--- src/rtl/tmcg_pkg.sv ---
`timescale 1ns / 1ps
// ----------------------------------------------------------------------------
// tmcg_pkg: shared types and constants of the character generator
// Request, response, configuration and command types, the raster constants
// and the pixel doubling function.
// ----------------------------------------------------------------------------
package tmcg_pkg;

    typedef enum logic {
        OP_LOAD   = 1'b0,
        OP_RENDER = 1'b1
    } t_op;

    typedef enum logic [2:0] {
        CFG_BASE_ADDR       = 3'd0,
        CFG_EIGHTY_COLUMNS  = 3'd1,
        CFG_WIDE_EXCESS     = 3'd2,
        CFG_UPPER_CASE_ROWS = 3'd3,
        CFG_FULL_SET        = 3'd4,
        CFG_REVERSE_VIDEO   = 3'd5,
        CFG_DISPLAY_ENABLE  = 3'd6
    } t_cfg_idx;

    typedef struct packed {
        logic        opcode;
        logic [11:0] rom_addr;
        logic [7:0]  rom_data;
        logic [7:0]  video_data;
    } t_req;

    typedef struct packed {
        logic [15:0] pixel_bits;
        logic [4:0]  pixel_count;
        logic [15:0] next_fetch_addr;
        logic        line_end;
        logic        frame_end;
    } t_rsp;

    typedef struct packed {
        logic [15:0] base_addr;
        logic        eighty_columns;
        logic        wide_excess;
        logic        upper_case_rows;
        logic        full_set;
        logic        reverse_video;
        logic        display_enable;
    } t_cfg;

    // One classified request as handed from the front end to the back end.
    typedef struct packed {
        logic        is_render;
        logic [11:0] addr;
        logic [7:0]  data;
        logic        invert;
        logic        strip;
        logic [15:0] next_addr;
        logic        line_end;
        logic        frame_end;
    } t_cmd;

    localparam int unsigned FRAME_LINES = 250;

    localparam logic [6:0] COLS_WIDE   = 7'd80;
    localparam logic [6:0] COLS_NARROW = 7'd40;
    localparam logic [4:0] EXCESS_WIDE   = 5'd24;
    localparam logic [4:0] EXCESS_NARROW = 5'd4;
    localparam logic [3:0] ROWS_UPPER = 4'd8;
    localparam logic [3:0] ROWS_FULL  = 4'd10;
    localparam logic [4:0] PIX_COUNT_WIDE   = 5'd8;
    localparam logic [4:0] PIX_COUNT_DOUBLE = 5'd16;

    localparam int unsigned Q_DEPTH = 4;
    localparam int unsigned Q_AW    = 2;

    // Each glyph pixel becomes two adjacent output pixels.
    function automatic logic [15:0] double_bits(input logic [7:0] v);
        logic [15:0] r;
        r = '0;
        for (int i = 0; i < 8; i++) begin
            r[2*i]   = v[i];
            r[2*i+1] = v[i];
        end
        return r;
    endfunction

endpackage

--- src/rtl/tmcg_queue.sv ---
`timescale 1ns / 1ps
// ----------------------------------------------------------------------------
// tmcg_queue: command queue between front and back end
// A small first-in first-out buffer of classified commands.
// ----------------------------------------------------------------------------
module tmcg_queue (
    input  logic           i_clk,
    input  logic           i_rst_n,
    input  logic           i_push,
    input  tmcg_pkg::t_cmd i_cmd,
    input  logic           i_pop,
    output logic           o_full,
    output logic           o_valid,
    output tmcg_pkg::t_cmd o_cmd
);
    import tmcg_pkg::*;

    t_cmd             r_mem [Q_DEPTH];
    logic [Q_AW-1:0]  r_wr_ptr, r_rd_ptr;
    logic [Q_AW:0]    r_count;

    assign o_full  = (r_count == (Q_AW+1)'(Q_DEPTH));
    assign o_valid = (r_count != '0);
    assign o_cmd   = r_mem[r_rd_ptr];

    always_ff @(posedge i_clk) begin
        if (i_push) begin
            r_mem[r_wr_ptr] <= i_cmd;
        end
    end

    always_ff @(posedge i_clk) begin
        if (!i_rst_n) begin
            r_wr_ptr <= '0;
            r_rd_ptr <= '0;
            r_count  <= '0;
        end else begin
            if (i_push) begin
                r_wr_ptr <= r_wr_ptr + Q_AW'(1);
            end
            if (i_pop) begin
                r_rd_ptr <= r_rd_ptr + Q_AW'(1);
            end
            case ({i_push, i_pop})
                2'b10:   r_count <= r_count + (Q_AW+1)'(1);
                2'b01:   r_count <= r_count - (Q_AW+1)'(1);
                default: r_count <= r_count;
            endcase
        end
    end

endmodule

--- config.mk ---
export PLATFORM = sky130hd
export DESIGN_NAME = tmcg_queue
export DESIGN_NICKNAME = d
export VERILOG_FILES = /design/src/rtl/tmcg_pkg.sv /design/src/rtl/tmcg_queue.sv
export SDC_FILE = /design/constraint.sdc
export NUM_CORES = 1
export LEC_CHECK = 0
export ABC_AREA = 1
export BUFFER_PORTS_ARGS = -buffer_cell sky130_fd_sc_hd__buf_2
export CORE_AREA = 2 2 165 86
export DETAILED_ROUTE_END_ITERATION = 6
export DIE_AREA = 0 0 167 88
export PLACE_DENSITY = 0.7
export REMOVE_ABC_BUFFERS = 1
export SYNTH_ARGS = -nofsm -noshare
export SYNTH_HDL_FRONTEND = slang
export SYNTH_SLANG_ARGS = --single-unit
--- constraint.sdc ---
create_clock -name i_clk -period 2.2 [get_ports i_clk]
set_input_delay 0.33 -clock i_clk [delete_from_list [all_inputs] [get_ports i_clk]]
set_output_delay 0.33 -clock i_clk [all_outputs]
set_load 0.02 [all_outputs]
; ---- Word-level counts from Yosys, hierarchy flattened
; Memories as Yosys holds them, arrays and structs flattened. A register that Yosys moved wholly into a read port is not among the register bits.
; Cells that the tools add are included.
[op_classes]
add_sub_neg = 4
n_eq_ne = 3
muxes = 5
n_reduce_logical = 2
[ops]
columns = operator, n
row1 = $pmux 3 s2, 1
row2 = $add 2x1->2 const B, 2
row3 = $mux 2, 2
row4 = $add 3x1->3 const B, 1
row5 = $eq 3x3->1 const B, 1
row6 = $reduce_bool 3->1, 1
row7 = $sub 3x1->3 const B, 1
row8 = $eq 2x1->1 const B, 1
row9 = $eq 2x2->1 const B, 1
row10 = $mux 1, 2
row11 = $reduce_bool 2->1, 1
[totals]
reg_bits = 7
mem_bits_rw = 164
wordCells = 18
mem_count = 1
[mem_list]
columns = name, words, word_bits, rd, rd_ports_with_merged_regs, write_ports, line_no
row1 = r_mem, 4, 41, 1, 1, 1, tmcg_queue.sv:18  ; t_cmd r_mem [Q_DEPTH];

; ---- Logic depth before layout (Yosys ltp)
[logic_depth]
word_depth = 3
mapped_depth = 8
ltp_nobuf = 8

; ---- Worst setup path after synthesis
; Ideal clock, no wire load.
[synth_timing]
path_type = reg-to-reg
startpoint = register r_wr_ptr[0]
endpoint = memory r_mem[2][0] (netlist name), enable pin
setup_time_ps = 395
t_arrival_ps = 1394
t_required_ps = 1805
setup_slack_ps = 411
stages_incl_launch_ff = 5
path_buffers = 0
period_less_slack_ps = 1789
path_cell_list = dfxtp_1 > inv_1 > ha_1 > nand2_1 > inv_1
[synth_rtl]
columns = item, line_no
row1 = "start, declared", tmcg_queue.sv:19  ; logic [Q_AW-1:0] r_wr_ptr, r_rd_ptr;
row2 = "start signal, assigned", tmcg_queue.sv:39  ; r_wr_ptr <= r_wr_ptr + Q_AW'(1);
row3 = "end, declared", tmcg_queue.sv:18
; No word-level cell before the write port.

==> metrics.md <==
| Metric | Value |
|---|---|
| Fin nets | 597 |
| Yosys top cell area share | 0.756 |
| Initial antenna violation count | 1 |
| Hold Fails Final Rpt | 0 |
| Mux cell area share after synthesis | 0 |
| Fmax | 475 MHz |
| Synth Flop Type | edfxtp_1 |
| Synth area leader | edfxtp_1 |
| Largest delay share family, worst path | buffers and inverters |
| Final Wtd Congestion | 0.741 |
| Post-Place Cell Area | 0.00715 mm² |
| Routed vias | 3965 |
| Fillers | 1026 |
| Height of the die | 88 µm |
| Routed len/inst | 18.2 µm |
| Hold_buf cts | 0 |
| Cell count after synthesis | 455 |
| Crit-path max FO | 82 |
| Post-route ant nets | 0 |
| Synth area leaders | edfxtp_1 (76%), nor2_1 (5.2%), o22ai_1 (3.9%) |
| Post-synthesis sequential area ratio | 0.783 |
| Vias in the first global route | 3916 |
| Post-synthesis simple-gate area fraction | 0.0599 |
| CTS Buf Count | 17 |
| RSZ-0062 raised after global routing | false |
| Min Clock Period, post-route | 2.11 ns |
| Reg area | 0.00511 mm² |
| DRC | 0 |
| WL final | 13400 µm |
| Initial Utilization | 0.492 |
| Hold Crit Class | in -> reg |
| Worst-Skew Late Latency | 0.42 ns |
| Max_cap viols | 0 |
| Avg Cell Area, Syn | 14.3 µm² |
| Clock Sinks | 173 |
| Largest net degree at the start of global routing | 83 |
| DP HPWL | 7480 µm |
| Root buffer cell | clkbuf_16 |
| Combinational family with the most area after synthesis | compound AO/OA/AOI/OAI gates |
| Number of synthesized flops with an enable pin | 164 |
| CP bufs+invs | 2 |
| Core Area | 0.0133 mm² |
| Crit-path cells | buf_16 -> o21ai_1 -> o22ai_1 -> buf_2 |
| Worst-margin pin slew | 0.448 ns |
| IO Count | 88 |
| Tcrit/Tclk final | 0.957 |
| # setup viols final | 0 |
| Max incr delay on CP | 0.37 ns |
| Vias per cell | 5.39 |
| Cell Area, Synth | 0.00652 mm² |
| Max VDD drop | 0.000514 V |
| Reg clk slew, reported paths | 0.07 ns |
| Share of cells above drive strength 1 | 0.243 |
| Crit path DAT | 1.78 ns |
| Initial DRT Pass Iterations | 5 |
| Flop2flop setup slack | 0.65 ns |
| Top cells by count, synth | edfxtp_1 (164), nor2_1 (91), o21ai_1 (47) |
| Post-synth cell types | 17 |
| Clock skew | 0.00610 ns |
| Synth Area in XOR/XNOR | 0 |
| Synthesized flop and latch total | 173 |
| H-tree levels | 4 |
| Power Density | 942 mW/mm² |
| Die X | 167 µm |
| Crit end category | primary output |
| Total track usage | 0.190 |
| Max clock buf depth | 2 |
| Max stage delay cell, worst path | dfxtp_2 |
| Setup CP Type | reg -> out |
| Status | complete, no violations |
| Hold slack | 0.126 ns |
| CTS tree | yes |
| Worst setup SP type | flop |
| Adder-Cell Fraction of Synth Area | 0.0127 |
| Most frequent cell after synthesis | edfxtp_1 |
| Multi-input gate area | 0.00119 mm² |
| Syn. warnings | 0 |
| Ys async rst share | 0 |
| Setup TNS | 0 ns |
| Post-route cell area | 0.00775 mm² |
| Final Slew Violations | 0 |
| Total gr overflow | 0 |
| I/O Buffers | 87 |
| Data required, critical path | 1.87 ns |
| Rows | 30 |
| Worst slew margin | 0.701 |
| Initial detailed-routing violation count | 356 |
| First-pass GRT wire length | 20900 µm |
| LEAKAGE | 2.76 nW |
| Area Overhead vs Synth | 18.9% |
| Compound-Gate Fraction of Synth Area | 0.110 |
| Area of the die | 0.0147 mm² |
## worst register-to-register path, cell delays in order, from the launching register on
cell and delay [ns]:
dfxtp_1 0.33, inv_1 0.10, ha_1 0.15, nand2_1 0.06, inv_2 0.33, buf_12 0.27
## power by group
group	switching, mW	internal [mW]
sequential	0.0418	3.75
combinational	0.533	0.247
clock	1.27	1.46
total	1.84	5.46
## area by class of cell
class | count | share of cell area
Sequential cell | 173 | 0.659
Multi-Input combinational cell | 242 | 0.154
Clock buffer | 17 | 0.0549
Tap cell | 176 | 0.0284
Inverter | 15 | 0.00759
Clock inverter | 15 | 0.0150
Timing Repair Buffer | 97 | 0.0814
Antenna cell | 1 | 0.000323
## placed cells by master (no fill, tap or decap), drive strengths merged
cell type / instances
a21oi: 4
buf: 96
diode: 1
o21ai: 88
nand2: 10
clkinvlp: 5
nand4: 1
nor2: 91
ha: 5
nor3: 1
o22ai: 41
fa: 1
clkinv: 5
inv: 20
clkbuf: 18
dfxtp: 9
edfxtp: 164
## flip-flops by register name (all words and copies together), names as in the netlist, named ones only
signal	flops
r_wr_ptr	2
r_rd_ptr	2
r_mem	164
r_count	3
## kinds of logic (layout without fill, tap and decap cells)
group,count (synthesis),in the layout
other cells,0,1
compound gates,133,133
buf+inv,40,144
simple gates,103,103
flops,173,173
fa+ha+maj,6,6
## worst paths after layout
check | from | end | cells past startpoint
max | flop | o_cmd[28] | 4
min | i_cmd[4] | r_mem[0][4] | 1
max reg2reg | r_wr_ptr[1] | r_mem[1][6] | 5
min reg2reg | r_rd_ptr[1] | flop | 1
## timing repair
action,4_1_cts,5_1_grt
setup endpoints to repair,1,3
pin swaps,0,0
resized for setup,2,5
buffers inserted,0,0
gates cloned,0,1
## per-stage QoR
step / utilization / total power [mW] / worst slack [ns] / cells
2_1_floorplan: - / 4.29 / -1.10 / 430
4_1_cts: 0.581 / 7.33 / 0.0320 / 734
3_3_place_gp: 0.540 / 4.60 / 0.489 / 702
6_report: 0.585 / 7.30 / 0.0949 / 736
5_1_grt: 0.585 / 7.57 / 0.0190 / 735
3_5_place_dp: 0.540 / 4.63 / 0.469 / 702
## routing by layer
layer | GRT usage | vias up | routed length, µm
li1 | - | 1883 | -
met2 | 0.300 | 126 | 6010
met5 | 0 | - | 0
met1 | 0.265 | 1939 | 6410
met3 | 0.0493 | 17 | 843
met4 | 0.0580 | 0 | 166
Power figures use the tool's default switching activity.
