===== config.mk =====
export PLATFORM = sky130hd
export DESIGN_NAME = tmcg_front
export DESIGN_NICKNAME = d
export VERILOG_FILES = /design/src/rtl/tmcg_pkg.sv /design/src/rtl/tmcg_front.sv
export SDC_FILE = /design/constraint.sdc
export NUM_CORES = 1
export LEC_CHECK = 0
export ABC_CLOCK_PERIOD_IN_PS = 4800
export BUFFER_PORTS_ARGS = -buffer_cell sky130_fd_sc_hd__buf_2
export CORE_AREA = 2 2 111 113
export DETAILED_ROUTE_END_ITERATION = 8
export DIE_AREA = 0 0 113 115
export GPL_TIMING_DRIVEN = 0
export SLEW_MARGIN = 20
export SYNTH_ARGS = -nofsm -noshare
export SYNTH_HDL_FRONTEND = slang
export SYNTH_SLANG_ARGS = --single-unit

===== constraint.sdc =====
create_clock -name i_clk -period 4.8 [get_ports i_clk]
set_input_delay 0.72 -clock i_clk [delete_from_list [all_inputs] [get_ports i_clk]]
set_output_delay 0.72 -clock i_clk [all_outputs]
set_load 0.05 [all_outputs]

===== src/rtl/tmcg_pkg.sv =====
`timescale 1ns / 1ps
// ----------------------------------------------------------------------------
// tmcg_pkg: shared types and constants of the character generator
// Request, response, configuration and command types, the raster constants
// and the pixel doubling function.
// ----------------------------------------------------------------------------
package tmcg_pkg;

    typedef enum logic {
        OP_LOAD   = 1'b0,
        OP_RENDER = 1'b1
    } t_op;

    typedef enum logic [2:0] {
        CFG_BASE_ADDR       = 3'd0,
        CFG_EIGHTY_COLUMNS  = 3'd1,
        CFG_WIDE_EXCESS     = 3'd2,
        CFG_UPPER_CASE_ROWS = 3'd3,
        CFG_FULL_SET        = 3'd4,
        CFG_REVERSE_VIDEO   = 3'd5,
        CFG_DISPLAY_ENABLE  = 3'd6
    } t_cfg_idx;

    typedef struct packed {
        logic        opcode;
        logic [11:0] rom_addr;
        logic [7:0]  rom_data;
        logic [7:0]  video_data;
    } t_req;

    typedef struct packed {
        logic [15:0] pixel_bits;
        logic [4:0]  pixel_count;
        logic [15:0] next_fetch_addr;
        logic        line_end;
        logic        frame_end;
    } t_rsp;

    typedef struct packed {
        logic [15:0] base_addr;
        logic        eighty_columns;
        logic        wide_excess;
        logic        upper_case_rows;
        logic        full_set;
        logic        reverse_video;
        logic        display_enable;
    } t_cfg;

    // One classified request as handed from the front end to the back end.
    typedef struct packed {
        logic        is_render;
        logic [11:0] addr;
        logic [7:0]  data;
        logic        invert;
        logic        strip;
        logic [15:0] next_addr;
        logic        line_end;
        logic        frame_end;
    } t_cmd;

    localparam int unsigned FRAME_LINES = 250;

    localparam logic [6:0] COLS_WIDE   = 7'd80;
    localparam logic [6:0] COLS_NARROW = 7'd40;
    localparam logic [4:0] EXCESS_WIDE   = 5'd24;
    localparam logic [4:0] EXCESS_NARROW = 5'd4;
    localparam logic [3:0] ROWS_UPPER = 4'd8;
    localparam logic [3:0] ROWS_FULL  = 4'd10;
    localparam logic [4:0] PIX_COUNT_WIDE   = 5'd8;
    localparam logic [4:0] PIX_COUNT_DOUBLE = 5'd16;

    localparam int unsigned Q_DEPTH = 4;
    localparam int unsigned Q_AW    = 2;

    // Each glyph pixel becomes two adjacent output pixels.
    function automatic logic [15:0] double_bits(input logic [7:0] v);
        logic [15:0] r;
        r = '0;
        for (int i = 0; i < 8; i++) begin
            r[2*i]   = v[i];
            r[2*i+1] = v[i];
        end
        return r;
    endfunction

endpackage


===== src/rtl/tmcg_front.sv =====
`timescale 1ns / 1ps
// ----------------------------------------------------------------------------
// tmcg_front: request classification and raster counters
// Turns each accepted request into a command; a render request also advances
// the row, column and line counters and works out the next fetch address.
// ----------------------------------------------------------------------------
module tmcg_front (
    input  logic           i_clk,
    input  logic           i_rst_n,
    input  tmcg_pkg::t_cfg i_cfg,
    input  logic           i_accept,
    input  tmcg_pkg::t_req i_req,
    output tmcg_pkg::t_cmd o_cmd
);
    import tmcg_pkg::*;

    logic [3:0]  r_row, n_row;
    logic [6:0]  r_col, n_col;
    logic [7:0]  r_line, n_line;
    logic [15:0] r_line_base, n_line_base;

    logic [6:0]  cols;
    logic [3:0]  rows;
    logic [4:0]  excess;
    logic [15:0] base_eff;
    logic        frame_start, col_last, row_last, line_last, is_render;

    assign is_render   = (t_op'(i_req.opcode) == OP_RENDER);
    assign cols        = i_cfg.eighty_columns ? COLS_WIDE : COLS_NARROW;
    assign rows        = i_cfg.upper_case_rows ? ROWS_UPPER : ROWS_FULL;
    assign excess      = i_cfg.wide_excess ? EXCESS_WIDE : EXCESS_NARROW;
    assign frame_start = (r_row == '0) && (r_col == '0) && (r_line == '0);
    assign base_eff    = frame_start ? i_cfg.base_addr : r_line_base;
    // Counters at or past a limit that shrank mid-frame count as the last one.
    assign col_last    = ({1'b0, r_col} + 8'd1) >= {1'b0, cols};
    assign row_last    = ({1'b0, r_row} + 5'd1) >= {1'b0, rows};
    assign line_last   = ({1'b0, r_line} + 9'd1) >= 9'(FRAME_LINES);

    always_comb begin
        n_row       = r_row;
        n_col       = r_col + 7'd1;
        n_line      = r_line;
        n_line_base = base_eff;

        o_cmd           = '0;
        o_cmd.is_render = is_render;
        o_cmd.addr      = is_render
                        ? {r_row, i_req.video_data[7] & i_cfg.full_set, i_req.video_data[6:0]}
                        : i_req.rom_addr;
        o_cmd.data      = i_req.rom_data;
        o_cmd.invert    = i_req.video_data[7] & ~i_cfg.full_set;
        o_cmd.strip     = (i_req.video_data[6:5] != 2'b00) & ~i_cfg.upper_case_rows;
        o_cmd.next_addr = base_eff + 16'(n_col);

        if (col_last) begin
            n_col          = '0;
            o_cmd.line_end = 1'b1;
            if (line_last) begin
                o_cmd.frame_end = 1'b1;
                n_line          = '0;
                n_row           = '0;
                o_cmd.next_addr = i_cfg.base_addr;
            end else begin
                n_line = r_line + 8'd1;
                if (row_last) begin
                    n_row       = '0;
                    n_line_base = base_eff + 16'(cols) + 16'(excess);
                end else begin
                    n_row = r_row + 4'd1;
                end
                o_cmd.next_addr = n_line_base;
            end
        end
    end

    always_ff @(posedge i_clk) begin
        if (!i_rst_n) begin
            r_row       <= '0;
            r_col       <= '0;
            r_line      <= '0;
            r_line_base <= '0;
        end else if (i_accept && is_render) begin
            r_row       <= n_row;
            r_col       <= n_col;
            r_line      <= n_line;
            r_line_base <= n_line_base;
        end
    end

endmodule


Word level (Yosys, flattened, before mapping)
Index checks and enable logic that the tools add are counted.
{"block": "word_totals", "register_bits": 35, "inputBits": 54, "out_inout_bits": 41, "word_cells": 44}
{"block": "op_classes", "n_addsub": 9, "order_cmp": 3, "mux": 15, "n_bitwise": 5, "reduce_logical": 8}
{"op": "$mux 16", "n": 5}
{"op": "$add 16x7->16", "n": 2}
{"op": "$mux 18", "n": 1}
{"op": "$add 16x5->16", "n": 1}
{"op": "$mux 7", "n": 2}
{"op": "$mux 12", "n": 1}
{"op": "$add 8x1->9 const B", "n": 1}
{"op": "$ge 9x8->1 const B", "n": 1}
{"op": "$add 7x1->8 const B", "n": 1}
{"op": "$add 8x1->8 const B", "n": 1}
{"op": "$ge 8x7->1", "n": 1}
{"op": "$logic_not 8->1", "n": 1}
{"op": "$mux 4", "n": 2}
{"op": "$mux 8", "n": 1}
{"op": "$add 7x1->7 const B", "n": 1}
{"op": "$logic_not 7->1", "n": 1}
{"op": "$add 4x1->5 const B", "n": 1}
{"op": "$ge 5x4->1", "n": 1}
{"op": "$mux 5", "n": 1}
{"op": "$add 4x1->4 const B", "n": 1}
{"op": "$logic_not 4->1", "n": 1}
{"op": "$and 1x1->1", "n": 3}
{"op": "$logic_and 1x1->1", "n": 3}
{"op": "$mux 2", "n": 1}
{"op": "other kinds (4)", "n": 5}

Depth between registers and ports, before layout
Gate-level depths: netlist (run 1).
{"block": "depth", "depth_word": 9, "mapped_depth": 19, "depth_no_buf": 16}

Least setup slack after synthesis (run 1)
No wires, ideal clock.
{"block": "synth_timing", "path_kind": "register -> output", "start": "register r_col[0]", "end": "output port o_cmd[10] (netlist name)", "arrival_ns": 4.426, "t_required_ns": 4.080, "slack_ns": -0.346, "stages_incl_launch_ff": 16, "n_path_buf": 2, "cell_sequence": "dfxtp_1 inv_1 ha_1 nor4bb_1 nand4_1 buf_4 buf_2 mux2_2 fa_1 ha_1 a211oi_1 o21ai_0 nor4b_4 xnor2_1 mux2i_1 o21ai_0"}
{"element": "start, declared", "line_no": "tmcg_front.sv:18", "text": "logic [6:0] r_col, n_col;"}
{"element": "start signal, assigned", "line_no": "tmcg_front.sv:84", "text": "r_col <= n_col;"}
{"element": "end, declared", "line_no": "tmcg_front.sv:13", "text": "output tmcg_pkg::t_cmd o_cmd"}

==> reports/metrics.cfg, run 1 <==
[floorplan]
dieArea_mm2=0.01300
core_mm2=0.01181
num_rows=40
io_pins=95
die_y_um=115
initial_core_util_pct=34.21
die_x_um=113

[worst_setup_path]
setup.worst_path.end_class=output pin
cp_slowest_stage_delay_ns=0.45
cp_max_fo=4
crit_chain=inv_4, ha_4, nor4bb_4, nand4_1, buf_6, buf_12, mux2_4, inv_2, fa_1, inv_2, ha_4, fa_2, a21oi_2, o21ai_1, or3b_4, nor3b_4, xor2_1, o211ai_1, buf_4
crit_required_ns=4.08
cp-start-kind=flop
worstReg2RegStart=r_col[1]
worstPathArrival_ns=4.23
crit_start=r_col[1]
slowest_stage=or3b_4
worstSetupPathType=reg -> out

[drt]
wirelength_um=13180
dr_total_vias=4311
dr.pass1.iters=6
post_drt_wl_per_cell_um=17.11
drtIter0Drc=262
route.detailed.drc=6
ant_nets=0
post_drt_via_cell_ratio=5.599

[power_and_ir_drop]
p_per_area_mw_per_mm2=225.1
combPwrFrac_pct=44.5
p_switching_uw=454.9
peakVddDrop_uv=123.8
p_seq_share_pct=26.0
swShare_pct=38.43
clkPwrFrac_pct=29.5
p_int_uw=728.7
cellLeakagePower_uw=0.002299

[global_route]
grt_overflow=0
groute.usage.overall_pct=19.80
antenna_found_initial=0
grt_pass1_vias=4036
grt_max_degree=11
grt_pass1_wl_um=20760

[synth]
synth-edff-count=0
ys_async_sr_fraction_pct=0
synth.area.top_cells=dfxtp_1, ha_1, mux2i_1, mux2_2, nand3_1
synthSimpleGateAreaFrac_pct=23.07
synth_compound_area_share_pct=22.30
synth_mux_area_share_pct=14.56
yosys.area.top_type=dfxtp_1
yosysUniqueCellTypes=77
ys_seq_elements=35
syn-cell-area_mm2=0.004040
synth_xor_area_share_pct=4.552
synth_top_area_share_pct=17.34
syn_avg_cell_area_um2=8.016
synth_top_family_by_area=simple AND/OR/NAND/NOR gates
synth_flop_cell=dfxtp_1
synth_cells=504
yosys.area_share.adder_pct=10.65
syn_nets=590
yosys_warnings=0
synth-seq-area-share_pct=17.34

[sta]
rsz0062_at_grt=yes
finClkSkew_ns=0.008990
slew_headroom_pct=45.72
tightest_slew_ns=0.8142
setup_violations=5
period_minus_slack_ns=4.953
slew_violations=0
hold_slack_ns=0.4787
max_freq_mhz=201.9
fin_crit_sh_pct=103.2
fin_ws_ns=-0.1525
hold_viol=0

[layout]
final_cells=770
area_delta_synth_final_pct=30.16
nFillCells=1198
ff_latch_area_um2=715.7
utilization_pct=44.52
n_antenna_cell=0
final_nets=708
multi_input_area_mm2=0.003192
final_layout_size_suffix_gt1_share_pct=34.19

[clock_tree]
cts_made_buffers=5
cts.clk_slew.worst_paths_ns=0.06
cts.path.max_buffers=2
cts_tree=built
cts.sinks=35
insertion_delay_ns=0.29
htreeDepth=2
cts_root_buf=clkbuf_16

[place]
dp.cells=734
place.detailed.hpwl_um=9898
gp_congestion=0.8748
dp_worst_setup_slack_ns=-0.3634
port_buffers=83

[status]
violations=DRC, setup timing
outcome=finished, violations left

[worst_hold_path]
hold_start=r_line_base[6]
hp-class=reg -> reg

[job]
maxCapViolations=0

[critical path, delay by kind of cell (launching register included)]
kind            cells  cell delay [ns]
simple gates        4             1.09
xor+xnor            1             0.11
flops               1             0.35
mux                 1             0.30
buf+inv             6             0.74
compound gates      3             0.49
fa+ha+maj           4             0.86
[registers in the layout (all words and copies together), names as in the netlist]
signal       count
r_col            7
r_line           8
r_line_base     16
r_row            4
[per-layer routing]
layer  global-route usage [%]  part of all wire [%]
met3                    2.899                   6.4
met5                        0                     0
met2                    34.57                    48
met4                    4.553                   1.6
met1                    25.94                    44
[kinds of logic (layout without fill, tap and decap cells)]
family,Yosys count,in the layout
and+or+nand+nor,170,170
buffers and inverters,65,184
adders and majority gates,32,32
xor gates and xnor gates,21,21
AOI/OAI and AO/OA,129,129
DFF,35,35
muxes,52,52
[power by group through the flow]
stage | clock [µW] | sequential, µW | combinational, µW
floorplan | 0 | 313 | 353
global placement | 0 | 315 | 454
detailed placement | 0 | 315 | 462
CTS | 351 | 308 | 500
global route | 367 | 309 | 563
finish | 350 | 308 | 526
[synth_stat cells (4+ instances only)]
library cell,count
xor2_1,9
ha_1,28
and3_1,5
inv_1,26
nor4_1,6
nor3_1,4
o211a_1,4
mux2_2,21
o211ai_1,13
o21ai_0,28
a21boi_0,8
clkbuf_1,15
dfxtp_1,35
xnor2_1,12
mux2i_1,25
o21a_1,7
buf_4,11
nand4_1,9
o31a_1,5
nand3_1,38
fa_1,4
nor2_1,33
a21oi_1,25
and2_1,4
a211o_1,4
nor2b_1,11
nand2_1,33
buf_2,9
[what timing repair did]
item,4_1_cts,5_1_grt
cloned,0,0
endpoints found under the hold margin,0,0
hold buffers,0,0
resized for setup,31,26
buffers inserted,18,12
endpoints found under the setup margin,10,14
pin swaps,9,19
[cell type report]
class                      instances  area share [%]
multi-input combinational        404           60.69
sequential                        35           13.61
buffer                            37           4.306
inverter                          27           2.022
timing repair buffer             112           12.90
tap                              147           3.497
clock buffer                       8           2.974
[cells in the final DEF, fill, tap and decap left out, types with 13 or more instances in the layout]
| cell | count |
|---|---|
| o211ai_1 | 13 |
| ha_1 | 22 |
| dfxtp_1 | 29 |
| mux2i_1 | 25 |
| buf_2 | 81 |
| o21ai_0 | 25 |
| mux2_2 | 17 |
| inv_1 | 19 |
| buf_4 | 43 |
| nor2_1 | 33 |
| a21oi_1 | 23 |
| nand2_1 | 33 |
| clkbuf_1 | 16 |
| nand3_1 | 38 |
[worst paths after layout]
| kind | end | slack [ns] | cells past startpoint |
|---|---|---|---|
| worst min-delay path | r_line_base[6] | 0.48 | 2 |
| worst min register to register | r_line_base[6] | 0.48 | 2 |
| worst max register to register | r_line_base[15] | 0.95 | 20 |
| worst max-delay path | o_cmd[15] | -0.15 | 19 |
[through the flow]
stage,setup TNS [ns],cell area (µm²),total power [µW]
6_report,-0.4671,5259,1184
5_1_grt,-1.811,5259,1239
4_1_cts,-0.4535,5092,1159
3_5_place_dp,-1.790,4692,777.4
3_3_place_gp,-1.567,4692,768.9
2_1_floorplan,-0.3476,4093,665.7
Note: power is estimated with default switching activity, not from simulation.
==> run 2: changes to the inputs <==
Settings changed: ABC_AREA set to 1, CORE_AREA 2 2 111 113 to 2 2 102 104, DIE_AREA 0 0 113 115 to 0 0 104 106.
==> reports/metrics.cfg, run 2 <==
[sta]
fin_crit_sh_pct=94.32  ; -8.9 points
fin_tns_setup_ns=0  ; +0.4671 ns
max_freq_mhz=220.9  ; +9.4%
period_minus_slack_ns=4.528  ; -0.4250 ns
slew_violations=0  ; unchanged
finClkSkew_ns=0.006808  ; -0.002182 ns
setup_violations=0  ; -5
hold_slack_ns=0.4988  ; +0.02010 ns
hold_viol=0  ; unchanged
fin_ws_ns=0.2725  ; +0.4250 ns
slew_headroom_pct=58.55  ; +13 points
tightest_slew_ns=0.6217  ; -0.1925 ns

[clock_tree]
cts_made_buffers=5  ; unchanged
cts.clk_slew.worst_paths_ns=0.07  ; about the same
htreeDepth=2  ; unchanged
cts_tree=built
cts.sinks=35  ; unchanged
cts_root_buf=clkbuf_8
insertion_delay_ns=0.29  ; about the same
cts.path.max_buffers=2  ; unchanged
ctsHoldBuffers=0  ; unchanged

[drt]
dr.pass1.iters=5  ; -1
route.detailed.drc=0  ; -6
ant_nets=0  ; unchanged
drtIter0Drc=241  ; -8.0%
post_drt_wl_per_cell_um=13.37  ; -22%
wirelength_um=11790  ; -11%
post_drt_via_cell_ratio=4.983  ; -11%
dr_total_vias=4395  ; +1.9%

[synth]
yosysUniqueCellTypes=38  ; -51%
syn_nets=734  ; +24%
yosys_warnings=0  ; unchanged
syn_avg_cell_area_um2=6.001  ; -25%
synth_cells=648  ; +29%
ys_seq_elements=35  ; unchanged
synthTopCellsByCount=nand2_1, inv_1, nand3_1
synth-edff-count=0  ; unchanged
synth_most_common_cell=nand2_1
synth_flop_cell=dfxtp_1
syn-cell-area_mm2=0.003889  ; -3.7%
synth_top_area_share_pct=18.02  ; +0.68 points
synth-seq-area-share_pct=18.02  ; +0.68 points
synth.area.top_cells=dfxtp_1, nand2_1, inv_1, ha_1, nand3_1
ys_async_sr_fraction_pct=0  ; unchanged
yosys.area.top_type=dfxtp_1

[floorplan]
dieArea_mm2=0.01102  ; -15%
io_pins=95  ; unchanged
initial_core_util_pct=38.89  ; +4.7 points
die_x_um=104  ; -8.0%
die_y_um=106  ; -7.8%
num_rows=37  ; -7.5%
core_mm2=0.01000  ; -15%

[layout]
top_regs=r_line_base: 16 flops, r_line: 8 flops, r_col: 7 flops
final_nets=831  ; +17%
n_antenna_cell=0  ; unchanged
nFillCells=1108  ; -7.5%
area_delta_synth_final_pct=21.72
top_register=r_line_base
largest_register_ffs=16  ; unchanged
layout_common_cells=nand2_1, inv_1, buf_2
final_common_cell=nand2_1
final_layout_size_suffix_gt1_share_pct=23.99  ; -10 points
final_cells=882  ; +15%

[place]
dp_worst_setup_slack_ns=-0.2055  ; +0.1579 ns
dp.cells=868  ; +18%
port_buffers=84  ; +1.2%
place.detailed.hpwl_um=9403  ; -5.0%
gp_congestion=0.9448  ; +8.0%

[worst_setup_path]
r2r_cells=25  ; +25%
cp_max_fo=9  ; +5
crit_required_ns=4.08  ; about the same
cp-start-kind=flop
worstPathArrival_ns=3.81  ; -0.42 ns
worstSetupPathType=reg -> out
setup.worst_path.end_class=output pin

[power_and_ir_drop]
peakVddDrop_uv=114.5  ; -7.5%
p_per_area_mw_per_mm2=237.0  ; +5.3%
power_uw=1122  ; -5.2%
cellLeakagePower_uw=0.002396  ; +4.2%

[status]
outcome=completed

[global_route]
grt_pass1_wl_um=19540  ; -5.9%
groute.usage.overall_pct=21.64  ; +1.8 points
grt_pass1_vias=4206  ; +4.2%
grt_overflow=0  ; unchanged
grt_max_degree=12  ; +1
antenna_found_initial=0  ; unchanged

[worst_hold_path]
holdPathStages=2  ; unchanged
hp-class=reg -> reg

[job]
maxCapViolations=0  ; unchanged

[run 2: path summary, 6_finish.rpt]
kind / startpoint / to / slack (ns)
worst max-delay path: r_col[0] / o_cmd[13] / 0.27
worst min-delay path: r_col[0] / r_col[0] / 0.50
worst max register to register: r_col[0] / r_line_base[13] / 1.34
worst min register to register: r_col[0] / r_col[0] / 0.50
[run 2: timing repair]
item | 4_1_cts | 5_1_grt
pin swaps | 1 | 6
gates cloned | 0 | 0
buffers inserted | 1 | 6
setup endpoints to repair | 12 | 10
endpoints found under the hold margin | 0 | 0
resized for setup | 12 | 23
[run 2: report_power, final]
part,total [µW],switching [µW],internal (µW)
clock,244,114,131
sequential,308,5.92,302
combinational,570,389,181
[run 2: layout make-up]
class / count / area (µm²) / share of cell area [%]
Buffer: 27 / 163.9 / 3.463
Timing Repair Buffer: 91 / 493.0 / 10.42
Clock buffer: 7 / 96.34 / 2.035
Sequential cell: 35 / 706.9 / 14.94
Clock inverter: 1 / 7.507 / 0.1586
Inverter: 105 / 394.1 / 8.327
Tap cell: 136 / 170.2 / 3.595
Multi-Input combinational cell: 480 / 2701 / 57.07
[run 2: cell families (layout without fill, tap and decap cells)]
| kind of cell | Yosys count | after routing | synth area share, % |
|---|---|---|---|
| simple gates | 336 | 336 | 38.48 |
| compound gates | 97 | 97 | 14.16 |
| xor+xnor | 10 | 10 | 2.252 |
| buf+inv | 133 | 231 | 14.57 |
| fa+ha+maj | 32 | 32 | 11.07 |
| mux | 5 | 5 | 1.448 |
| flops | 35 | 35 | 18.02 |
[run 2: through the flow]
step	area (µm²)	utilization, %
finish	4733	47.33
global route	4733	47.33
CTS	4623	46.23
detailed placement	4479	44.79
global placement	4479	44.79
floorplan	3889	-
[run 2: critical path, cell delays in order (launching register included)]
cell and delay, ns:
dfxtp_2 0.35, inv_2 0.08, ha_1 0.16, inv_1 0.04, nor2_1 0.10, nand2_2 0.09, nor2_4 0.18, nand2_8 0.11
o21ai_4 0.18, inv_1 0.08, fa_1 0.48, inv_1 0.04, ha_2 0.20, fa_2 0.36, nand3_1 0.09, nand2_1 0.07
nand2_1 0.08, nand2_1 0.08, nand3_2 0.13, nor2_4 0.06, nand2_1 0.07, nand3_1 0.11, o211ai_1 0.12, buf_4 0.22
[run 2: metal layers]
layer | global-route usage, % | vias to the layer above | wire [µm] | part of all wire (%)
met3 | 3.372 | 14 | 703 | 6.0
li1 | - | 2255 | - | -
met2 | 37.17 | 137 | 5490 | 47
met4 | 6.757 | 0 | 195 | 1.7
met1 | 27.89 | 1989 | 5401 | 46
met5 | 0 | - | 0 | 0
==> run 3: changes to the inputs <==
Settings changed: ABC_CLOCK_PERIOD_IN_PS 4800 to 5400.
Clock period 4.8 ns to 5.4 ns, I/O delays scaled along.
==> reports/metrics.cfg, run 3 (synthesized netlist as in run 2, its figures left out) <==
[status]
outcome=completed

[power_and_ir_drop]
p_seq_share_pct=28.0  ; +0.6 points
p_int_uw=531.7  ; -13%
swShare_pct=45.39  ; +0.085 points
cellLeakagePower_uw=0.002358  ; -1.6%
p_switching_uw=442.0  ; -13%
clkPwrFrac_pct=22.2  ; +0.4 points
p_per_area_mw_per_mm2=211.4  ; -11%
peakVddDrop_uv=102.3  ; -11%
combPwrFrac_pct=49.8  ; -1.0 points

[clock_tree]
cts_made_buffers=5  ; unchanged
ctsHoldBuffers=0  ; unchanged
htreeDepth=2  ; unchanged
cts.clk_slew.worst_paths_ns=0.07  ; about the same
cts_root_buf=clkbuf_8
cts.sinks=35  ; unchanged
insertion_delay_ns=0.29  ; about the same
cts_tree=built
cts.path.max_buffers=2  ; unchanged

[drt]
route.detailed.drc=0  ; unchanged
post_drt_wl_per_cell_um=13.14  ; -1.7%
wirelength_um=11520  ; -2.3%
dr.pass1.iters=5  ; unchanged
dr_total_vias=4345  ; -1.1%
drtIter0Drc=231  ; -4.1%
post_drt_via_cell_ratio=4.954  ; -0.57%
ant_nets=0  ; unchanged

[global_route]
grt_pass1_wl_um=19460  ; -0.39%
grt_pass1_vias=4141  ; -1.5%
grt_overflow=0  ; unchanged
grt_max_degree=12  ; unchanged
groute.usage.overall_pct=21.55  ; -0.091 points
antenna_found_initial=0  ; unchanged

[layout]
largest_register_ffs=16  ; unchanged
nFillCells=1114  ; +0.54%
layout_common_cells=nand2_1, inv_1, buf_2
utilization_pct=46.07  ; -1.3 points
area_delta_synth_final_pct=18.47
ff_latch_area_um2=700.7  ; -0.88%
n_antenna_cell=0  ; unchanged
multi_input_area_mm2=0.002633  ; -2.5%
final_layout_size_suffix_gt1_share_pct=21.19  ; -2.8 points
final_nets=826  ; -0.60%
top_register=r_line_base
fin_area_mm2=0.004607  ; -2.7%
top_regs=r_line_base: 16 flops, r_line: 8 flops, r_col: 7 flops
final_common_cell=nand2_1

[worst_setup_path]
setup.worst_path.end_class=output pin
worstSetupPathType=reg -> out
cp-start-kind=flop
cp_max_fo=10  ; +1
crit_required_ns=4.59  ; +0.51 ns
worstPathArrival_ns=4.25  ; +0.44 ns

[sta]
finClkSkew_ns=0.004332  ; -0.002476 ns
period_minus_slack_ns=5.062
hold_viol=0  ; unchanged
setup_violations=0  ; unchanged
max_freq_mhz=197.6
fin_tns_setup_ns=0  ; unchanged
fin_crit_sh_pct=93.73
slew_violations=0  ; unchanged
tightest_slew_ns=0.6202  ; -0.001574 ns
slew_headroom_pct=58.66  ; +0.10 points

[floorplan]
initial_core_util_pct=38.89  ; unchanged
core_mm2=0.01000  ; unchanged
dieArea_mm2=0.01102  ; unchanged
io_pins=95  ; unchanged
die_x_um=104  ; unchanged
die_y_um=106  ; unchanged
num_rows=37  ; unchanged

[worst_hold_path]
hp-class=reg -> reg

[place]
port_buffers=84  ; unchanged
place.detailed.hpwl_um=9403  ; unchanged
gp_congestion=0.9448  ; unchanged
place_area_mm2=0.004479  ; unchanged

[job]
maxCapViolations=0  ; unchanged

## run 3: critical path, stage by stage, from the launching register on
cell and delay [ns]:
dfxtp_1 0.34, inv_1 0.12, ha_1 0.18, inv_1 0.04, nor2_1 0.07, nand2_1 0.11
nor2_4 0.18, nand2_2 0.12, buf_6 0.19, o21ai_2 0.21, inv_1 0.10, fa_1 0.49
inv_1 0.04, ha_1 0.24, fa_1 0.42, nand3_1 0.10, nand2_1 0.07, nand2_1 0.08
nand2_1 0.07, nand3_1 0.14, nor2_2 0.10, nand2_1 0.07, nand2_1 0.04, nand2_1 0.06
nand2_2 0.06, nand3_1 0.08, clkbuf_4 0.23
## run 3: per-stage QoR
step	worst slack, ns	hold WS, ns	instances	total power, µW
2_1_floorplan	1.025	0.4720	648	646.8
3_3_place_gp	0.3318	0.4970	868	752.0
3_5_place_dp	0.3045	0.5037	868	756.6
4_1_cts	0.1541	0.5125	876	974.8
5_1_grt	-0.01461	0.5285	877	1039
6_report	0.3384	0.5102	877	973.7
## run 3: power groups by stage
| stage | clock, µW | combinational [µW] | sequential, µW |
|---|---|---|---|
| 6_report | 216 | 485 | 273 |
| 5_1_grt | 231 | 534 | 274 |
| 4_1_cts | 222 | 480 | 273 |
| 3_5_place_dp | 0 | 477 | 279 |
| 3_3_place_gp | 0 | 473 | 279 |
| 2_1_floorplan | 0 | 369 | 278 |
## run 3: worst paths after layout
check                               from         endpoint  slack (ns)  cells past startpoint
worst min register to register  r_col[0]         r_col[0]        0.51                      2
worst min-delay path            r_col[0]         r_col[0]        0.51                      2
worst max register to register  r_col[0]  r_line_base[11]        1.55                     25
worst max-delay path            r_col[0]        o_cmd[17]        0.34                     26
## run 3: what timing repair did
item,CTS,global route
resized for setup,1,6
pin swaps,0,1
gates cloned,0,0
endpoints found under the setup margin,3,9
buffers inserted,0,1
## run 3: routing by layer
metal / GRT usage, % / vias to the layer above / wire length, µm / part of all wire, %
li1: - / 2249 / - / -
met1: 28.22 / 1952 / 5249 / 46
met2: 36.89 / 129 / 5366 / 47
met3: 3.066 / 15 / 700 / 6.1
met4: 6.274 / 0 / 207 / 1.8
met5: 0 / - / 0 / 0
## run 3: layout make-up
class | count | share of cell area [%]
timing repair buffer | 85 | 9.397
clock inverter | 1 | 0.1630
multi-input combinational | 480 | 57.14
clock buffer | 7 | 2.091
buffer | 28 | 3.748
inverter | 105 | 8.555
sequential | 35 | 15.21
tap | 136 | 3.694
